File: src/rtl/core/ntt_8_point_forward_inverse_defines.svh
// Assertion helpers shared by the NTT block.
`ifndef NTT_8_POINT_FORWARD_INVERSE_DEFINES_SVH
`define NTT_8_POINT_FORWARD_INVERSE_DEFINES_SVH

// Condition must never hold outside reset.
`define NTT8_ASSERT_NEVER(lbl, cond, msg) \
  lbl: assert property (@(posedge clk) disable iff (rst) !(cond)) else $error(msg);

// Antecedent in one cycle implies consequent in the next.
`define NTT8_ASSERT_NEXT(lbl, ante, cons, msg) \
  lbl: assert property (@(posedge clk) disable iff (rst) (ante) |=> (cons)) else $error(msg);

`endif

File: src/rtl/core/ntt8_pkg.sv
package ntt8_pkg;

  localparam int POINTS      = 8;
  localparam int LOG_POINTS  = 3;
  localparam int TWIDDLES    = 2 * (POINTS - 1);
  localparam int BFLIES      = (POINTS / 2) * LOG_POINTS;
  localparam int COEFF_BITS  = 24;
  localparam int PROD_BITS   = 2 * COEFF_BITS;
  localparam int QDEPTH      = 2;
  localparam int QPTR_BITS   = $clog2(QDEPTH);

  localparam logic [COEFF_BITS-1:0] MODULUS_RESET  = 24'd17;
  localparam logic [COEFF_BITS-1:0] INVSCALE_RESET = 24'd15;

  // Configuration register indexes.
  localparam logic REG_MODULUS   = 1'b0;
  localparam logic REG_INV_SCALE = 1'b1;

  // Input mode codes.
  localparam logic [1:0] MODE_LOAD_COEFF   = 2'd0;
  localparam logic [1:0] MODE_LOAD_TWIDDLE = 2'd1;
  localparam logic [1:0] MODE_FORWARD      = 2'd2;
  localparam logic [1:0] MODE_INVERSE      = 2'd3;

  typedef logic [COEFF_BITS-1:0] coef_t;

  typedef struct packed {
    logic [1:0] mode;
    logic [3:0] slot;
    coef_t      value;
  } in_t;

  typedef struct packed {
    coef_t      coefficient;
    logic [2:0] position;
    logic       last;
  } out_t;

  typedef enum logic [1:0] {
    OP_LDC,
    OP_LDT,
    OP_FWD,
    OP_INV
  } op_t;

  // One classified command as it waits in the queue.
  typedef struct packed {
    op_t        op;
    logic [3:0] slot;
    coef_t      value;
  } cmd_t;

  typedef enum logic [4:0] {
    B_IDLE,
    B_LOAD_MOD,
    B_LOAD_WAIT,
    B_PRE_RD,
    B_PRE_MOD,
    B_PRE_WAIT,
    B_BF_RD,
    B_BF_PREP,
    B_BF_MUL,
    B_BF_MOD,
    B_BF_WAIT,
    B_BF_WR_A,
    B_BF_WR_B,
    B_SC_RD,
    B_SC_MUL,
    B_SC_MOD,
    B_SC_WAIT,
    B_OUT_RD,
    B_OUT_LD
  } bstate_t;

  typedef struct packed {
    logic [2:0] lo;
    logic [2:0] hi;
    logic [3:0] tw;
  } bf_addr_t;

  // Operand pair and twiddle for butterfly number bf of a run.
  function automatic bf_addr_t bf_addr(input logic inv, input logic [3:0] bf);
    logic [1:0] layer;
    logic [1:0] j;
    logic [1:0] l2;
    logic [2:0] len;
    logic [2:0] grp;
    bf_addr_t   r;
    layer = bf[3:2];
    j     = bf[1:0];
    l2    = inv ? layer : 2'(LOG_POINTS - 1) - layer;
    len   = 3'd1 << l2;
    grp   = 3'(j) >> l2;
    r.lo  = ((grp << l2) << 1) | (3'(j) & (len - 3'd1));
    r.hi  = r.lo + len;
    if (inv) begin
      r.tw = 4'(POINTS - 1) + 4'(POINTS) - (4'(POINTS) >> layer) + 4'(grp);
    end else begin
      r.tw = ((4'd1 << layer) - 4'd1) + 4'(grp);
    end
    return r;
  endfunction

  // (a + b) mod q for operands already below q.
  function automatic coef_t add_mod(input coef_t a, input coef_t b, input coef_t q);
    logic [COEFF_BITS:0] s;
    s = {1'b0, a} + {1'b0, b};
    return (s >= {1'b0, q}) ? COEFF_BITS'(s - {1'b0, q}) : s[COEFF_BITS-1:0];
  endfunction

  // (a - b) mod q for operands already below q.
  function automatic coef_t sub_mod(input coef_t a, input coef_t b, input coef_t q);
    return (a >= b) ? a - b : COEFF_BITS'({1'b0, a} + {1'b0, q} - {1'b0, b});
  endfunction

endpackage

File: src/rtl/core/ntt8_front.sv
module ntt8_front (
  input  logic           clk,
  input  logic           rst,
  input  logic           item_valid,
  output logic           item_stall,
  input  ntt8_pkg::in_t  item,
  output logic           head_valid,
  output ntt8_pkg::cmd_t head,
  input  logic           pop
);
  import ntt8_pkg::*;

  cmd_t                 fifo [QDEPTH];
  logic [QPTR_BITS-1:0] wp;
  logic [QPTR_BITS-1:0] rp;
  logic [QPTR_BITS:0]   count;
  logic                 keep;
  logic                 push;
  cmd_t                 cmd;

  // Classify the beat and drop loads aimed outside the stores.
  always_comb begin
    cmd.slot  = item.slot;
    cmd.value = item.value;
    unique case (item.mode)
      MODE_LOAD_COEFF: begin
        cmd.op = OP_LDC;
        keep   = item.slot < 4'(POINTS);
      end
      MODE_LOAD_TWIDDLE: begin
        cmd.op = OP_LDT;
        keep   = item.slot < 4'(TWIDDLES);
      end
      MODE_FORWARD: begin
        cmd.op = OP_FWD;
        keep   = 1'b1;
      end
      default: begin
        cmd.op = OP_INV;
        keep   = 1'b1;
      end
    endcase
  end

  assign item_stall = (count == (QPTR_BITS+1)'(QDEPTH));
  assign push       = item_valid && !item_stall && keep;
  assign head_valid = (count != '0);
  assign head       = fifo[rp];

  // Queue storage.
  always_ff @(posedge clk) begin
    if (push) begin
      fifo[wp] <= cmd;
    end
  end

  // Queue pointers and fill count.
  always_ff @(posedge clk) begin
    if (rst) begin
      wp    <= '0;
      rp    <= '0;
      count <= '0;
    end else begin
      if (push) begin
        wp <= wp + 1'b1;
      end
      if (pop) begin
        rp <= rp + 1'b1;
      end
      if (push && !pop) begin
        count <= count + 1'b1;
      end else if (pop && !push) begin
        count <= count - 1'b1;
      end
    end
  end

endmodule

File: config.mk
export PLATFORM = sky130hd
export DESIGN_NAME = ntt8_front
export DESIGN_NICKNAME = d
export VERILOG_FILES = /design/src/rtl/core/ntt_8_point_forward_inverse_defines.svh /design/src/rtl/core/ntt8_pkg.sv /design/src/rtl/core/ntt8_front.sv
export SDC_FILE = /design/constraint.sdc
export NUM_CORES = 1
export LEC_CHECK = 0
export ABC_CLOCK_PERIOD_IN_PS = 4200
export BUFFER_PORTS_ARGS = -buffer_cell sky130_fd_sc_hd__buf_2
export CAP_MARGIN = 20
export CORE_ASPECT_RATIO = 1.2
export CORE_MARGIN = 2
export CORE_UTILIZATION = 25
export CTS_BUF_LIST = sky130_fd_sc_hd__clkbuf_2
export DETAILED_ROUTE_END_ITERATION = 12
export PLACE_DENSITY_LB_ADDON = 0.15
export SLEW_MARGIN = 0
export SYNTH_ARGS = -nofsm -noshare
export SYNTH_HDL_FRONTEND = slang
export SYNTH_SLANG_ARGS = --single-unit
File: constraint.sdc
create_clock -name clk -period 4.2 [get_ports clk]
set_input_delay 0.21 -clock clk [delete_from_list [all_inputs] [get_ports clk]]
set_output_delay 0.21 -clock clk [all_outputs]
set_load 0.03 [all_outputs]
Word level (Yosys, flattened, before mapping)
Memories as Yosys holds them, arrays and structs flattened. A register that Yosys moved wholly into a read port is not among the register bits.
Cells that the tools add are included.
{"block": "classes", "eq_ne": 3, "add_sub_neg": 4, "mux": 8, "n_reduce_logical": 10, "order_cmp": 2}
{"cell": "4-bit less-than comparator, second input constant", "n": 2}
{"cell": "2-bit one-hot mux with 3 select lines", "n": 1}
{"cell": "2-bit == test, second input constant", "n": 2}
{"cell": "1-bit logical AND", "n": 4}
{"cell": "1-bit two-way mux", "n": 4}
{"cell": "2-bit two-way mux", "n": 2}
{"cell": "2-bit nonzero test", "n": 2}
{"cell": "1-bit logical NOT", "n": 3}
{"cell": "1-bit adder, second input constant", "n": 2}
{"cell": "2-bit by 1-bit adder with 2-bit output, second input constant", "n": 1}
{"cell": "2-bit by 1-bit == test with 1-bit output, second input constant", "n": 1}
{"cell": "2-bit logical NOT", "n": 1}
{"cell": "1-bit one-hot mux with 2 select lines", "n": 1}
{"cell": "2-bit by 1-bit subtractor with 2-bit output, second input constant", "n": 1}
{"block": "totals", "n_memories": 1, "elab_cells": 31, "ramBits": 60, "input_bits": 34, "regBits": 4, "out_inout_bits": 32}
{"name": "fifo", "words": 2, "width": 30, "read_ports": 1, "rd_clocked_by_memory_dff": 1, "write_ports": 1, "line_no": "ntt8_front.sv:13", "text": "cmd_t fifo [QDEPTH];"}

Longest topological paths before layout
{"block": "depth", "depth_word": 8, "depth_mapped": 6, "depth_no_buf": 6}

Worst setup path before layout
Ideal clock, no wire load.
{"block": "synth_timing", "path_type": "flip-flop to flip-flop", "from": "reg count[1]", "to": "mem fifo[0][0] (netlist name) (enable)", "n_path_buf": 0, "synth_period_minus_slack_ns": 2.754, "setup_slack_ns": 1.446, "setup_time_ns": 0.420, "required_ns": 3.780, "stages_incl_launch_ff": 4, "arrival_ns": 2.334, "cell_sequence": "dfxtp_1 > nor2b_1 > a311oi_4 > nor2b_1"}
{"block": "synth_between", "elab_chain_len": 6}
{"item": "start: declaration", "line_no": "ntt8_front.sv:16", "text": "logic [QPTR_BITS:0] count;"}
{"item": "start signal: assignment", "line_no": "ntt8_front.sv:71", "text": "count <= count + 1'b1;"}
{"item": "start signal: assignment", "line_no": "ntt8_front.sv:73", "text": "count <= count - 1'b1;"}
{"item": "2-bit == test", "line_no": "ntt8_front.sv:45", "text": "assign item_stall = (count == (QPTR_BITS+1)'(QDEPTH));"}
{"item": "named net item_stall", "line_no": "ntt8_front.sv:5", "text": "output logic item_stall,"}
{"item": "1-bit logical NOT", "line_no": "ntt8_front.sv:46", "text": "assign push = item_valid && !item_stall && keep;"}
{"item": "1-bit logical AND (2 in a row)", "line_no": "ntt8_front.sv:46"}
{"item": "1-bit two-way mux", "line_no": "ntt8_front.sv:52", "text": "if (push) begin"}
{"item": "1-bit two-way mux (not written as such)", "line_no": "ntt8_front.sv:53", "text": "fifo[wp] <= cmd;"}
{"item": "end: declaration", "line_no": "ntt8_front.sv:13"}
The timed path passes the listed nets, and every way through them passes these cells.

Final worst setup path
{"block": "layout_timing", "from": "in item[25] (netlist name)", "to": "mem fifo[1][5] (netlist name) (enable)"}
{"block": "layout_between", "elab_chain_len": 5, "word_cells_on_any_way": 6, "cone_classes": "2 x order compare; 3 x mux; 1 x reduce/logical"}
{"item": "start: declaration", "line_no": "ntt8_front.sv:6", "text": "input ntt8_pkg::in_t item,"}
{"item": "4-bit less-than comparator (on tied branches)", "line_no": "ntt8_front.sv:32, ntt8_front.sv:28"}
{"item": "1-bit one-hot mux with 2 select lines *", "line_no": "ntt8_front.sv:25", "text": "unique case (item.mode)"}
{"item": "1-bit logical AND *", "line_no": "ntt8_front.sv:46"}
{"item": "1-bit two-way mux *", "line_no": "ntt8_front.sv:52"}
{"item": "1-bit two-way mux (not written as such) *", "line_no": "ntt8_front.sv:53"}
Every way passes the cells marked *; elsewhere a longest branch is shown, timed or not.

==> run metrics <==
status completed; Initial Util 25.5%; largest fanout of any net on the critical path 17; unrepaired setup endpoints after global routing false; area taken by multi-input logic gates about 500 sq um; portion of the post-synthesis area used by sequential elements about four fifths; max_cap viols 0; Seq. cell area roughly 0.0019 sq mm; remaining number of nets flagged by the antenna check after routing 0; leftover overflow at the end of global routing 0; Detailed Route Iter0 Violations between 100 and 150; DRC violation count after routing 0; mean area per synthesized cell between 15 and 20 sq um; DR pass1 iterations 4; post-route cell area around 0.0033 sq mm; final-report hold violation count 0; vias in the first global route around 1,400; achievable clock frequency between 400 and 500 MHz; worst clock skew between 0.015 and 0.02 ns; first-pass GRT wire length around 7.3 mm; setup_tns 0 ns; max-slew violation count 0; syn nets 157; net count reported at finish about 260; shortest clock period the worst path allows after layout 2.32 ns; master cell of the clock root buffer clkbuf_2; average routed wire per standard cell approximately 13 um; average via count per standard cell between 3 and 4; kind of end point of the critical path flop; power density cells around 440 mW/mm^2; min-delay worst type primary input to flop; Synth cell types 20; area of the core ~0.0095 sq mm; clock latency on the worst-skew pair between 0.4 and 0.5 ns; worst voltage drop across the vdd grid approximately 190 uV; setup repair bufs after CTS 0; TritonCTS clock tree done; overall die area 0.0105 sq mm; share of cells above drive strength 1 ~50%; total clock buffers created by CTS 9; Worst-Margin Slew ~0.9 ns; RePlAce Congestion ~0.67; final antenna diode count 0; synthesized flop and latch total between 60 and 70; endpoint required time on the critical path 4.37 ns; worst setup path category primary input to flop; Clock Pin Slew Worst Setup and Hold Paths 0.15 ns; horizontal extent of the die 94.0 um; synth-to-layout area growth 36.9%; Total Wirelength between 4 and 5 mm; Num Clock Sinks between 60 and 70; half-perimeter wire length after placement approximately 2.9 mm; number of standard-cell rows in the floorplan 39; number of setup violations in the final report 0; total via count in the routed design 1,379; number of buffers on the longest clock path 2; overall routing resource usage ~9.6%; Leak Pwr 1.27 nW; chip height ~110 um; cell area after technology mapping between 0.002 and 0.0025 sq mm; fill cell total of the finished layout between 900 and 1,000; data arrival time at the worst-slack endpoint 2.48 ns; worst hold-check slack 0.189 ns; Max-slew headroom 38.6%; io pins 66; fin util 35.0%; crit path launch type primary input; pin count of the biggest net entering global routing 31; number of H-tree levels 3; number of instances in the synthesized netlist ~120; initial antenna violation count 0; count of input and output buffers 65; area after detailed placement slightly below 0.003 sq mm; number of warnings printed during yosys synthesis 0; Final period util about 55%
[routing by layer]
layer	GRT usage (%)	part of all wire (%)	vias up
met2	14.8	49	40
met5	0	0	-
met1	11.4	45	659
met4	5.22	0.96	0
met3	3.89	4.9	6
li1	-	-	674
[path summary, 6_finish.rpt]
check | end | from | depth (start not counted) | slack [ns]
worst max-delay path | fifo[1][5] | item[25] | 6 | 1.88
worst min-delay path | wp | item_valid | 4 | 0.19
worst max register to register | fifo[1][5] | count[0] | 4 | 2.02
worst min register to register | count[1] | count[1] | 2 | 0.51
[critical path, stage by stage]
cell,delay (ns)
dlygate4sd3_1,0.53
buf_2,0.14
a21bo_2,0.23
a311oi_4,0.37
and2_1,0.60
buf_4,0.39
[cell usage in the layout (no fill, tap or decap), types with 3 or more instances in the layout]
cell and count:
buf_2 65, edfxtp_1 60, dlygate4sd3_1 32, mux2_2 30
clkbuf_2 11, dfxtp_1 5, nor2_1 4, inv_1 3
clkinv_1 3
[cell families (layout without fill, tap and decap cells)]
logic type	after synthesis	in the layout	share of synthesized area, %
AND/OR/NAND/NOR	10	10	2.16
flip-flops	65	65	78.2
buffers and inverters	8	118	1.60
multiplexers	31	31	14.5
AO/OA/AOI/OAI	4	4	1.90
XOR/XNOR	3	3	1.08
adder cells (fa/ha/maj)	1	1	0.515
[final cells by class]
cell class	instances	share of cell area (%)
Clock buffer	11	1.65
Tap cell	123	4.63
Inverter	3	0.338
Timing Repair Buffer	99	19.9
Sequential cell	65	57.2
Multi-Input combinational cell	49	15.0
Clock inverter	5	1.39
[report_power, final]
part / total (mW) / internal (mW) / switching (mW)
Clock: 0.346 / 0.136 / 0.210
Sequential: 0.797 / 0.780 / 0.0167
Combinational: 0.323 / 0.124 / 0.199
Total: 1.47 / 1.04 / 0.426
[synth_stat cells]
library cell   count  area (sq um)
a21bo_2            1          10.0
a21oi_1            1          5.00
a311oi_4           1          26.3
and2_1             1          6.26
buf_2              3          15.0
clkbuf_1           1          3.75
dfxtp_1            5           100
dlygate4sd1_1      1          8.76
edfxtp_1          60          1800
ha_1               1          12.5
inv_1              3          11.3
mux2_2            30           338
mux2_4             1          15.0
nor2_1             4          15.0
nor2b_1            3          18.8
o21ai_0            1          5.00
or2_2              1          6.26
or3_1              1          6.26
xnor2_1            1          8.76
xor2_1             2          17.5
[repair_timing]
action | in CTS | in global routing
endpoints found under the hold margin | 64 | 0
resized for setup | 0 | 0
hold buffers | 32 | 0
[state kept, by name, indices dropped and copies added (netlist names), named ones only]
name,cells
count,2
rp,1
fifo,60
wp,1
[metrics by stage]
stage,instances,power (mW),setup slack [ns]
after floorplan,122,1.02,1.45
after global placement,307,1.12,1.85
after detailed placement,307,1.12,1.85
after CTS,355,1.49,1.86
after global routing,355,1.54,1.79
final,355,1.47,1.88
(Power assumes the default switching activity.)
